--- src/design/ash_fd_pkg.sv ---
package ash_fd_pkg;

  // field widths
  localparam int unsigned BYTE_W  = 8;
  localparam int unsigned CAP_W   = 9;
  localparam int unsigned KIND_W  = 2;
  localparam int unsigned INDEX_W = 8;
  localparam int unsigned LEN_W   = 9;
  localparam int unsigned CRC_W   = 16;

  // default frame storage size
  localparam int unsigned MAX_FRAME_BYTES_DEF = 256;

  // reset value of the capacity register
  localparam logic [CAP_W-1:0] CAP_RESET = 9'd256;

  // link control characters
  localparam logic [BYTE_W-1:0] CH_FLAG   = 8'h7E;
  localparam logic [BYTE_W-1:0] CH_ESC    = 8'h7D;
  localparam logic [BYTE_W-1:0] CH_XON    = 8'h11;
  localparam logic [BYTE_W-1:0] CH_XOFF   = 8'h13;
  localparam logic [BYTE_W-1:0] CH_SUB    = 8'h18;
  localparam logic [BYTE_W-1:0] CH_CAN    = 8'h1A;
  localparam logic [BYTE_W-1:0] STUFF_BIT = 8'h20;

  // crc-ccitt
  localparam logic [CRC_W-1:0] CRC_POLY = 16'h1021;
  localparam logic [CRC_W-1:0] CRC_INIT = 16'hFFFF;
  localparam logic [CRC_W-1:0] CRC_MSB  = 16'h8000;

  // result kinds
  typedef enum logic [KIND_W-1:0] {
    KIND_DATA    = 2'd0,
    KIND_ACCEPT  = 2'd1,
    KIND_DISCARD = 2'd2
  } kind_e;

  // channel payloads
  typedef struct packed {
    logic [BYTE_W-1:0] rx_byte;
  } rx_item_t;

  typedef struct packed {
    logic [CAP_W-1:0] frame_capacity;
  } cfg_item_t;

  typedef struct packed {
    logic [KIND_W-1:0]  result_kind;
    logic [BYTE_W-1:0]  data_byte;
    logic [INDEX_W-1:0] byte_index;
    logic [LEN_W-1:0]   frame_length;
  } result_t;

  // one byte of crc-ccitt, msb first
  function automatic logic [CRC_W-1:0] crc_byte(input logic [CRC_W-1:0] crc_in,
                                                input logic [BYTE_W-1:0] b);
    logic [CRC_W-1:0] c;
    c = crc_in ^ {b, 8'h00};
    for (int i = 0; i < 8; i++) begin
      if ((c & CRC_MSB) != '0) begin
        c = (c << 1) ^ CRC_POLY;
      end else begin
        c = c << 1;
      end
    end
    return c;
  endfunction

endpackage

--- src/design/ash_fd_stream_if.sv ---
interface ash_fd_stream_if #(
  parameter type payload_t = logic
);
  logic     valid;
  logic     ready;
  payload_t payload;

  modport source (output valid, output payload, input ready);
  modport sink   (input valid, input payload, output ready);
endinterface

--- src/design/ash_fd_core.sv ---
module ash_fd_core #(
  parameter int unsigned MAX_FRAME_BYTES = ash_fd_pkg::MAX_FRAME_BYTES_DEF
) (
  input  logic                            clk_i,
  input  logic                            rst_ni,
  input  logic                            step_i,
  input  logic [ash_fd_pkg::BYTE_W-1:0]   byte_i,
  input  logic [ash_fd_pkg::CAP_W-1:0]    cap_i,
  output logic                            res_valid_o,
  output ash_fd_pkg::result_t             res_o
);
  import ash_fd_pkg::*;

  localparam int unsigned CNT_W  = $clog2(MAX_FRAME_BYTES + 1);
  localparam int unsigned WIDE_W = (CNT_W > CAP_W) ? CNT_W : CAP_W;

  // frame state
  logic [CNT_W-1:0] byte_count_q, byte_count_d;
  logic             escape_q, escape_d;
  logic             bad_q, bad_d;
  logic [CRC_W-1:0] crc_q, crc_d;

  logic [WIDE_W-1:0]  cnt_wide;
  logic [WIDE_W-1:0]  cap_wide;
  logic [WIDE_W-1:0]  cap_eff;
  logic [BYTE_W-1:0]  db;
  logic               frame_ok;

  // effective capacity saturates at the storage size
  assign cnt_wide = WIDE_W'(byte_count_q);
  assign cap_wide = WIDE_W'(cap_i);
  assign cap_eff  = (cap_wide > WIDE_W'(MAX_FRAME_BYTES)) ? WIDE_W'(MAX_FRAME_BYTES)
                                                           : cap_wide;
  assign db       = escape_q ? (byte_i ^ STUFF_BIT) : byte_i;
  assign frame_ok = !bad_q && (cnt_wide >= WIDE_W'(3)) && (crc_q == '0);

  // byte decode and frame state update
  always_comb begin
    byte_count_d = byte_count_q;
    escape_d     = escape_q;
    bad_d        = bad_q;
    crc_d        = crc_q;
    res_valid_o  = 1'b0;
    res_o        = '0;
    if (byte_i == CH_CAN) begin
      byte_count_d       = '0;
      escape_d           = 1'b0;
      bad_d              = 1'b0;
      crc_d              = CRC_INIT;
      res_valid_o        = 1'b1;
      res_o.result_kind  = KIND_DISCARD;
    end else if (byte_i inside {CH_XON, CH_XOFF}) begin
      // flow control bytes are dropped
    end else if (byte_i == CH_SUB) begin
      bad_d = 1'b1;
    end else if (byte_i == CH_FLAG) begin
      byte_count_d = '0;
      escape_d     = 1'b0;
      bad_d        = 1'b0;
      crc_d        = CRC_INIT;
      res_valid_o  = 1'b1;
      if (frame_ok) begin
        res_o.result_kind  = KIND_ACCEPT;
        res_o.frame_length = cnt_wide[LEN_W-1:0];
      end else begin
        res_o.result_kind  = KIND_DISCARD;
      end
    end else if (byte_i == CH_ESC) begin
      escape_d = 1'b1;
    end else begin
      escape_d = 1'b0;
      if (cnt_wide < cap_eff) begin
        crc_d             = crc_byte(crc_q, db);
        byte_count_d      = byte_count_q + CNT_W'(1);
        res_valid_o       = 1'b1;
        res_o.result_kind = KIND_DATA;
        res_o.data_byte   = db;
        res_o.byte_index  = cnt_wide[INDEX_W-1:0];
      end else begin
        // overflow drops the byte and spoils the frame
        bad_d = 1'b1;
      end
    end
  end

  // state registers
  always_ff @(posedge clk_i or negedge rst_ni) begin
    if (!rst_ni) begin
      byte_count_q <= '0;
      escape_q     <= 1'b0;
      bad_q        <= 1'b0;
      crc_q        <= CRC_INIT;
    end else if (step_i) begin
      byte_count_q <= byte_count_d;
      escape_q     <= escape_d;
      bad_q        <= bad_d;
      crc_q        <= crc_d;
    end
  end

endmodule

--- src/design/ash_frame_deframer_unit.sv ---
// Receive-side deframer for an ASH-style serial link. Raw link bytes enter on
// rx_i one per transaction; de-stuffed frame bytes, frame accepts and discards
// leave on res_o. Flow-control bytes, escapes, substitutes and bytes beyond the
// capacity give no result. One byte is taken every clock cycle when res_o is
// not stalled; a byte lands in the input register, then the byte-wide CRC-CCITT
// step and decode feed the result register, which offers the result. The user
// must write the frame capacity register on cfg_i only while the block is idle;
// the block does not enforce it. Effective capacity is limited to MAX_FRAME_BYTES.
module ash_frame_deframer_unit #(
  parameter int unsigned MAX_FRAME_BYTES = ash_fd_pkg::MAX_FRAME_BYTES_DEF
) (
  input  logic            clk_i,
  input  logic            rst_ni,
  ash_fd_stream_if.sink   rx_i,
  ash_fd_stream_if.sink   cfg_i,
  ash_fd_stream_if.source res_o
);
  import ash_fd_pkg::*;

  logic [CAP_W-1:0]  cap_q;
  logic              in_valid_q;
  logic [BYTE_W-1:0] in_byte_q;
  logic              out_valid_q;
  result_t           out_q;

  logic              advance;
  logic              in_ready;
  logic              step;
  logic              core_valid;
  result_t           core_res;

  // pipeline handshake
  assign advance     = !out_valid_q || res_o.ready;
  assign in_ready    = !in_valid_q || advance;
  assign step        = in_valid_q && advance;
  assign rx_i.ready  = in_ready;
  assign cfg_i.ready = 1'b1;

  // capacity register
  always_ff @(posedge clk_i or negedge rst_ni) begin
    if (!rst_ni) begin
      cap_q <= CAP_RESET;
    end else if (cfg_i.valid) begin
      cap_q <= cfg_i.payload.frame_capacity;
    end
  end

  // input register
  always_ff @(posedge clk_i or negedge rst_ni) begin
    if (!rst_ni) begin
      in_valid_q <= 1'b0;
    end else if (in_ready) begin
      in_valid_q <= rx_i.valid;
    end
  end

  always_ff @(posedge clk_i) begin
    if (in_ready && rx_i.valid) begin
      in_byte_q <= rx_i.payload.rx_byte;
    end
  end

  ash_fd_core #(
    .MAX_FRAME_BYTES (MAX_FRAME_BYTES)
  ) u_core (
    .clk_i       (clk_i),
    .rst_ni      (rst_ni),
    .step_i      (step),
    .byte_i      (in_byte_q),
    .cap_i       (cap_q),
    .res_valid_o (core_valid),
    .res_o       (core_res)
  );

  // result register
  always_ff @(posedge clk_i or negedge rst_ni) begin
    if (!rst_ni) begin
      out_valid_q <= 1'b0;
    end else if (advance) begin
      out_valid_q <= step && core_valid;
    end
  end

  always_ff @(posedge clk_i) begin
    if (step && core_valid) begin
      out_q <= core_res;
    end
  end

  assign res_o.valid   = out_valid_q;
  assign res_o.payload = out_q;

endmodule

--- src/flat_wrapper.sv ---
// flat-port wrapper written by rule: the top's interface ports become plain ports
module ash_frame_deframer_unit_flat import ash_fd_pkg::*;
#(
  parameter int unsigned MAX_FRAME_BYTES = ash_fd_pkg::MAX_FRAME_BYTES_DEF
)
  (clk_i, rst_ni, rx_i_valid, rx_i_payload, rx_i_ready, cfg_i_valid, cfg_i_payload, cfg_i_ready, res_o_valid, res_o_payload, res_o_ready);
  ash_fd_stream_if #(.payload_t(rx_item_t)) rx_i_i ();
  ash_fd_stream_if #(.payload_t(cfg_item_t)) cfg_i_i ();
  ash_fd_stream_if #(.payload_t(result_t)) res_o_i ();
  input  logic clk_i;
  input  logic rst_ni;
  input wire logic [$bits(rx_i_i.valid)-1:0] rx_i_valid;
  input wire logic [$bits(rx_i_i.payload)-1:0] rx_i_payload;
  output wire logic [$bits(rx_i_i.ready)-1:0] rx_i_ready;
  input wire logic [$bits(cfg_i_i.valid)-1:0] cfg_i_valid;
  input wire logic [$bits(cfg_i_i.payload)-1:0] cfg_i_payload;
  output wire logic [$bits(cfg_i_i.ready)-1:0] cfg_i_ready;
  output wire logic [$bits(res_o_i.valid)-1:0] res_o_valid;
  output wire logic [$bits(res_o_i.payload)-1:0] res_o_payload;
  input wire logic [$bits(res_o_i.ready)-1:0] res_o_ready;
  assign rx_i_i.valid = rx_i_valid;
  assign rx_i_i.payload = rx_i_payload;
  assign rx_i_ready = rx_i_i.ready;
  assign cfg_i_i.valid = cfg_i_valid;
  assign cfg_i_i.payload = cfg_i_payload;
  assign cfg_i_ready = cfg_i_i.ready;
  assign res_o_valid = res_o_i.valid;
  assign res_o_payload = res_o_i.payload;
  assign res_o_i.ready = res_o_ready;
  ash_frame_deframer_unit #(.MAX_FRAME_BYTES(MAX_FRAME_BYTES)) u_core (.clk_i(clk_i), .rst_ni(rst_ni), .rx_i(rx_i_i), .cfg_i(cfg_i_i), .res_o(res_o_i));
endmodule
--- config.mk ---
export PLATFORM = sky130hd
export DESIGN_NAME = ash_frame_deframer_unit_flat
export DESIGN_NICKNAME = d
export VERILOG_FILES = /design/src/design/ash_fd_pkg.sv /design/src/design/ash_fd_stream_if.sv /design/src/design/ash_fd_core.sv /design/src/design/ash_frame_deframer_unit.sv /design/src/flat_wrapper.sv
export SDC_FILE = /design/constraint.sdc
export NUM_CORES = 1
export LEC_CHECK = 0
export ABC_AREA = 1
export BUFFER_PORTS_ARGS = -buffer_cell sky130_fd_sc_hd__buf_2
export CORE_AREA = 2 2 92 94
export CTS_BUF_LIST = sky130_fd_sc_hd__clkbuf_4
export DETAILED_ROUTE_END_ITERATION = 10
export DIE_AREA = 0 0 94 96
export PLACE_DENSITY = 0.72
export SYNTH_ARGS = -nofsm -noshare
export SYNTH_HDL_FRONTEND = slang
export SYNTH_SLANG_ARGS = --single-unit
--- constraint.sdc ---
create_clock -name clk_i -period 2.6 [get_ports clk_i]
set_input_delay 0.39 -clock clk_i [delete_from_list [all_inputs] [get_ports clk_i]]
set_output_delay 0.39 -clock clk_i [all_outputs]
set_load 0.005 [all_outputs]
==> flow_summary.yaml, run 1 <==
cts:
  cts_buffer_depth: 2
  cts_tree: "built"
  cts.clk_slew.worst_paths_ns: 0.14
  numCtsBuffers: 9
  clk_latency_ns: 0.42
  clock-root-buffer: "clkbuf_4"
  clock_sinks: 73
  htreeDepth: 3
floorplan:
  die_y_um: 96
  rows: 33
  die-area_um2: 9020
  core_area_um2: 8050
  ios: 52
  die_x_um: 94
  initial_core_util_pct: 48.4
layout:
  final_cell_mix: "145 x nand2_1, 65 x nand3_1, 50 x buf_2"
  layout.nets: 552
  area_growth_pct: 16.1
  num_antenna_cells: 0
  fill_cells: 757
  drive_above_1_share_pct: 25.9
  fin_cells: 631
  final_common_cell: "nand2_1"
detailed_routing:
  totalWireLength_um: 8600
  wl_per_cell_um: 13.6
  viasPerCell: 5.13
  drt_iter0_markers: 162
  first_pass_iters: 5
  antenna_left: 0
  drc: 0
  via_count: 3240
min_path:
  holdCritPathClass: "primary input to asynchronous set/reset pin"
global_route:
  grt_max_degree: 39
  grt_first_pass_wirelength_um: 13800
  grt_pass1_vias: 3036
  grt_util_met3_pct: 4.62
  grt_util_all_layers_pct: 19.7
  grt_busiest_layer: "met2"
  use_met2_pct: 33.4
  antenna_found_initial: 0
  grtUsageMet1_pct: 25.4
  grt_overflow: 0
logic_synthesis:
  synth_seq_cells: 73
  synth_warnings: 0
  synthDistinctLibCells: 32
  synth.cell_area_um2: 3900
  syn_nets: 494
  netlist_top_cells_area: "edfxtp_1 27%, nand2_1 14%, dfrtp_1 13%"
  syn_avg_cell_area_um2: 8.42
  synth_cells: 463
  synth_top_area_share_pct: 27.0
  yosysSeqAreaShare_pct: 51.9
  yosys.area.top_type: "edfxtp_1"
worst_setup_path:
  start_kind: "flip-flop"
  critPathBufInv: 3
  crit_required_ns: 2.75
  cp_max_fo: 13
  path_cells: "nor4_2, nand3_1, nand2_2, nand2_1, ha_1, nand2_1, inv_1, nand2_1, nand2_1, nand2_1, nand4_1, nand2_4, nand2_4, clkinvlp_4, clkbuf_16"
  critPathTopFamily: "simple AND/OR/NAND/NOR gates"
  worst_ep_arrival_time_ns: 2.69
  timing.critical_path.mode_cell: "nand2_1"
  crit_slowest_cell: "dfrtp_1"
  cp-end-kind: "flip-flop"
  critPathKind: "flip-flop to flip-flop"
  slowest_delay_ns: 0.42
timing:
  clock_skew_ns: 0.0265
  tightest_slew_ns: 1.10
  maxSlewHeadroom_pct: 26.1
  period_needed_ns: 2.54
  finalCritPeriodShare_pct: 97.8
  finalMaxSlewViolations: 0
  setup_violations: 0
  rsz0062_at_grt: "yes"
  fin_ws_ns: 0.0578
  hold_violations: 0
  max_freq_ghz: 0.393
  setup_tns_ns: 0
pwr:
  swShare_pct: 40.3
  seqPwrFrac_pct: 44.7
  switchingPower_mw: 1.76
  intPower_mw: 2.60
  power_density_nw_per_um2: 964
  finalPower_mw: 4.36
  p_leak_nw: 2.23
  max-vdd-ir-drop_mv: 0.522
  power_frac_comb_pct: 41.1
  clockPowerShare_pct: 14.3
place:
  dp_cells: 611
  globalplace.congestion: 0.912
  io_buffers: 50
  pre_cts_slack_ns: 0.0282
  hpwl_um: 5960
outcome:
  status: "complete, no violations"
job:
  cap_violations: 0
==> cells in the mapped netlist <==
cell type / n
dfstp_2: 17
inv_1: 49
conb_1: 1
a21oi_1: 2
nor3_1: 5
inv_2: 3
nor4_1: 2
xnor2_1: 5
xor2_1: 9
nand4_1: 4
buf_4: 3
nand2_4: 3
inv_4: 1
mux2_2: 7
nor2_1: 51
or2_2: 3
nand2_2: 2
nor2_4: 1
nand2_1: 146
edfxtp_1: 35
a31oi_1: 1
dfrtp_1: 21
o21ai_0: 5
buf_2: 4
ha_1: 9
a21boi_0: 1
nand3b_1: 1
nor2_2: 2
nor3_2: 1
clkbuf_1: 2
nand3_1: 65
buf_6: 2
==> cell type report <==
type                    count  area [um^2]  area share, %
repair buffers             57          333           7.35
well taps                 105          131           2.90
inverters                  53          205           4.53
clock buffers              10         75.1           1.66
multi-input cells         327         1710           37.8
flip-flops and latches     73         2020           44.7
clock inverters             6         45.0          0.995
==> power groups by stage <==
stage	Sequential, mW	Combinational [mW]	Clock (mW)
floorplan	1.91	1.22	0
global placement	1.95	1.61	0
detailed placement	1.96	1.64	0
CTS	1.94	1.66	0.640
global route	1.99	2.07	0.689
finish	1.95	1.79	0.623
==> state kept, by name (all words and copies together), names as in the netlist <==
signal,count
u_core.cap_q,9
u_core.in_byte_q,8
u_core.in_valid_q,1
u_core.res_o.payload,27
u_core.res_o.valid,1
u_core.u_core.bad_q,1
u_core.u_core.byte_count_q,9
u_core.u_core.crc_q,16
u_core.u_core.escape_q,1
==> per-layer routing <==
layer | part of all wire [%] | vias up
met5 | 0 | -
met4 | 1.5 | 0
met3 | 5.3 | 13
met2 | 50 | 99
met1 | 44 | 1527
li1 | - | 1601
==> path summary, 6_finish.rpt <==
| kind | slack [ns] | start | cells after the start | end |
|---|---|---|---|---|
| min | 0.08 | rst_ni | 1 | u_core.res_o.valid |
| max reg2reg | 0.06 | u_core.cap_q[4] | 15 | u_core.res_o.payload[6] |
| min reg2reg | 0.48 | u_core.u_core.crc_q[15] | 2 | u_core.u_core.crc_q[15] |
| max in group asynchronous | 1.96 | rst_ni | 1 | u_core.u_core.byte_count_q[3] |
| min in group clk_i | 0.14 | rx_i_payload[4] | 1 | u_core.in_byte_q[4] |
| max | 0.06 | u_core.cap_q[4] | 15 | u_core.res_o.payload[6] |
==> metrics by stage <==
| step | util, % | area [um^2] | hold slack, ns |
|---|---|---|---|
| after floorplan | - | 3900 | 0.0944 |
| after global placement | 52.9 | 4260 | 0.460 |
| after detailed placement | 52.9 | 4260 | 0.467 |
| after CTS | 54.4 | 4380 | 0.101 |
| after global routing | 56.2 | 4530 | 0.105 |
| final | 56.2 | 4530 | 0.0794 |
==> worst register-to-register path: stages (launching register included) <==
cell	delay [ns]
dfrtp_1	0.42
nor4_2	0.26
nand3_1	0.11
nand2_2	0.12
nand2_1	0.06
ha_1	0.27
nand2_1	0.07
inv_1	0.04
nand2_1	0.06
nand2_1	0.05
nand2_1	0.07
nand4_1	0.23
nand2_4	0.15
nand2_4	0.06
clkinvlp_4	0.14
clkbuf_16	0.18
==> logic make-up after synthesis <==
family	synth area share, %
AO/OA/AOI/OAI	1.25
AND/OR/NAND/NOR	31.7
flip-flops	51.9
other	0.0962
adder cells (fa/ha/maj)	2.89
XOR/XNOR	3.15
buffers and inverters	7.03
multiplexers	2.02
==> timing repair <==
item	4_1_cts	5_1_grt
setup endpoints to repair	1	67
pin swaps	0	3
gates resized for setup	1	23
buffers inserted	0	2
hold buffers	0	0
hold endpoints to repair	0	0
cloned	0	2
No activity file was read; power rests on OpenSTA's default activity.
==> run 2, diff against run 1 <==
--- a/config.mk
+++ b/config.mk
@@ -5,13 +5,12 @@
 export SDC_FILE = /design/constraint.sdc
 export NUM_CORES = 1
 export LEC_CHECK = 0
-export ABC_AREA = 1
 export BUFFER_PORTS_ARGS = -buffer_cell sky130_fd_sc_hd__buf_2
-export CORE_AREA = 2 2 92 94
+export CORE_AREA = 2 2 87 89
 export CTS_BUF_LIST = sky130_fd_sc_hd__clkbuf_4
 export DETAILED_ROUTE_END_ITERATION = 10
-export DIE_AREA = 0 0 94 96
-export PLACE_DENSITY = 0.72
+export DIE_AREA = 0 0 89 91
+export PLACE_DENSITY = 0.73
 export SYNTH_ARGS = -nofsm -noshare
 export SYNTH_HDL_FRONTEND = slang
 export SYNTH_SLANG_ARGS = --single-unit
==> run 2 against run 1 <==
Net effect: flip-flop and latch count is the same; maximum frequency grew 1.6%; clock power grew 62%; area after synthesis shrank 10%; worst hold slack lost 0.014 ns; routed wire length shrank 17%; cell count shrank 29%; critical path type unchanged.
==> flow_summary.yaml, run 2 <==
outcome:
  status: "complete, no violations"
timing:
  hold_violations: 0
  whs_ns: 0.0650
  period_needed_ns: 2.50
  setup_tns_ns: 0
  finalMaxSlewViolations: 0
  rsz0062_at_grt: "no"
  clock_skew_ns: 0.0177
  fin_ws_ns: 0.0984
  setup_violations: 0
  finalCritPeriodShare_pct: 96.2
  tightest_slew_ns: 0.862
  max_freq_ghz: 0.400
  maxSlewHeadroom_pct: 42.6
logic_synthesis:
  synth.cell_area_um2: 3490
  synth_top_area_share_pct: 30.1
  synthDistinctLibCells: 53
  netlist_top_cells_area: "edfxtp_1 30%, dfrtp_1 15%, dfstp_2 13%"
  syn_nets: 311
  synthFlopType: "edfxtp_1"
  yosysSeqAreaShare_pct: 58.0
  synth_common_cells: "35 x edfxtp_1, 26 x and2_1, 21 x dfrtp_1, 20 x nand2_1, 17 x dfstp_2"
  synth-edff-count: 35
  synth_cells: 280
  async_flop_share_pct: 52.1
  syn_avg_cell_area_um2: 12.5
  yosys.area.top_type: "edfxtp_1"
  synth_warnings: 0
  synth_seq_cells: 73
  post-synth-top-count-cell: "edfxtp_1"
detailed_routing:
  via_count: 2451
  wl_met1_um: 3260
  top_layer_used: "met4"
  drt_iter0_markers: 137
  antenna_left: 0
  viasPerCell: 5.45
  totalWireLength_um: 7100
  wl_met3_um: 387
  first_pass_iters: 4
  wl_per_cell_um: 15.8
  drc: 0
  wl_met2_um: 3300
pwr:
  finalPower_mw: 4.49
  max-vdd-ir-drop_mv: 0.425
  p_leak_nw: 1.69
  power_density_nw_per_um2: 1070
place:
  placed_area_um2: 3950
  pre_cts_slack_ns: 0.0765
  globalplace.congestion: 0.858
  hpwl_um: 5010
  dp_cells: 433
  io_buffers: 50
layout:
  fin_cells: 450
  final_core_util_pct: 58.7
  num_antenna_cells: 0
  final_common_cell: "buf_2"
  drive_above_1_share_pct: 32.8
  largest_reg_flops: 27
  final_cell_mix: "50 x buf_2, 35 x edfxtp_1, 26 x and2_1"
  layout.nets: 377
  design_area_um2: 4190
  area_growth_pct: 20.0
worst_setup_path:
  worst_ep_arrival_time_ns: 2.81
  critPathKind: "flip-flop to flip-flop"
  cp_max_fo: 10
  crit_required_ns: 2.91
  timing.rr.start: "u_core.cap_q[8]"
  r2r-end: "u_core.u_core.byte_count_q[4]"
  start_kind: "flip-flop"
  cp-end-kind: "flip-flop"
  rrSetupSlack_ns: 0.1
  crit_slowest_cell: "dfstp_2"
  slowest_delay_ns: 0.59
  reg2reg_depth: 8
  path_cells: "clkinvlp_2, ha_4, a21oi_2, o21ai_0, nor4_1, buf_4, nand3b_2, o32ai_1"
cts:
  cts_buffer_depth: 2
  numCtsBuffers: 9
  cts_tree: "built"
  cts.clk_slew.worst_paths_ns: 0.13
  htreeDepth: 3
  clk_latency_ns: 0.42
  clock_sinks: 73
  postCtsHoldBufs: 0
  clock-root-buffer: "clkbuf_4"
global_route:
  grt_pass1_vias: 2459
  grt_first_pass_wirelength_um: 11900
  antenna_found_initial: 0
  grt_max_degree: 47
  grt_overflow: 0
  grt_util_all_layers_pct: 19.2
floorplan:
  die_y_um: 91
  die_x_um: 89
  ios: 52
  initial_core_util_pct: 48.9
  rows: 31
  core_area_um2: 7140
  die-area_um2: 8100
job:
  cap_violations: 0
min_path:
  holdCritPathClass: "primary input to asynchronous set/reset pin"
==> run 2: layer usage <==
layer	global-route usage [%]	up-vias
met4	7.96	0
met2	29.2	84
met5	0	-
met1	27.5	1197
met3	2.82	14
li1	-	1156
==> run 2: cell type report <==
| cell class | instances | area [um^2] |
|---|---|---|
| Tap cell | 99 | 124 |
| Clock buffer | 9 | 67.6 |
| Sequential cell | 73 | 2020 |
| Clock inverter | 7 | 141 |
| Multi-Input combinational cell | 192 | 1410 |
| Timing Repair Buffer | 63 | 385 |
| Inverter | 6 | 26.3 |
| Timing Repair inverter | 1 | 5.00 |
| Fill cell | 626 | 2950 |
==> run 2: cell families after synthesis <==
group                      Yosys count  share of synthesized area (%)
xor gates and xnor gates            25                           6.28
AOI/OAI and AO/OA                   45                           10.6
and+or+nand+nor                    102                           16.5
other                                1                          0.108
muxes                               10                           3.16
buffers and inverters               15                           2.15
adders and majority gates            9                           3.23
DFF                                 73                           58.0
==> run 2: power breakdown <==
group          internal [mW]  switching [mW]  leakage [nW]
combinational          0.768           0.772         0.801
sequential              1.68           0.261         0.785
clock                  0.585           0.422         0.108
==> run 2: how the worst max path moves through the flow <==
stage,from,end,slack [ns]
after floorplan,u_core.cap_q[8],u_core.res_o.payload[0],0.06
after global placement,u_core.cap_q[8],u_core.u_core.byte_count_q[4],0.18
after global routing,u_core.cap_q[8],u_core.u_core.byte_count_q[6],0.03
after CTS,u_core.cap_q[8],u_core.res_o.payload[17],0.03
final,u_core.cap_q[8],u_core.u_core.byte_count_q[4],0.1
after detailed placement,u_core.cap_q[8],u_core.u_core.byte_count_q[4],0.08
==> run 2: repair_timing <==
| item | 4_1_cts | 5_1_grt |
|---|---|---|
| setup buffers | 0 | 0 |
| resized for setup | 0 | 3 |
| setup endpoints to repair | 0 | 36 |
==> run 2: critical path, delay by kind of cell (launching register included) <==
| kind | cells | cell delay (ns) |
|---|---|---|
| AOI/OAI and AO/OA | 3 | 0.66 |
| adders and majority gates | 1 | 0.28 |
| buffers and inverters | 2 | 0.37 |
| DFF | 1 | 0.59 |
| and+or+nand+nor | 2 | 0.50 |
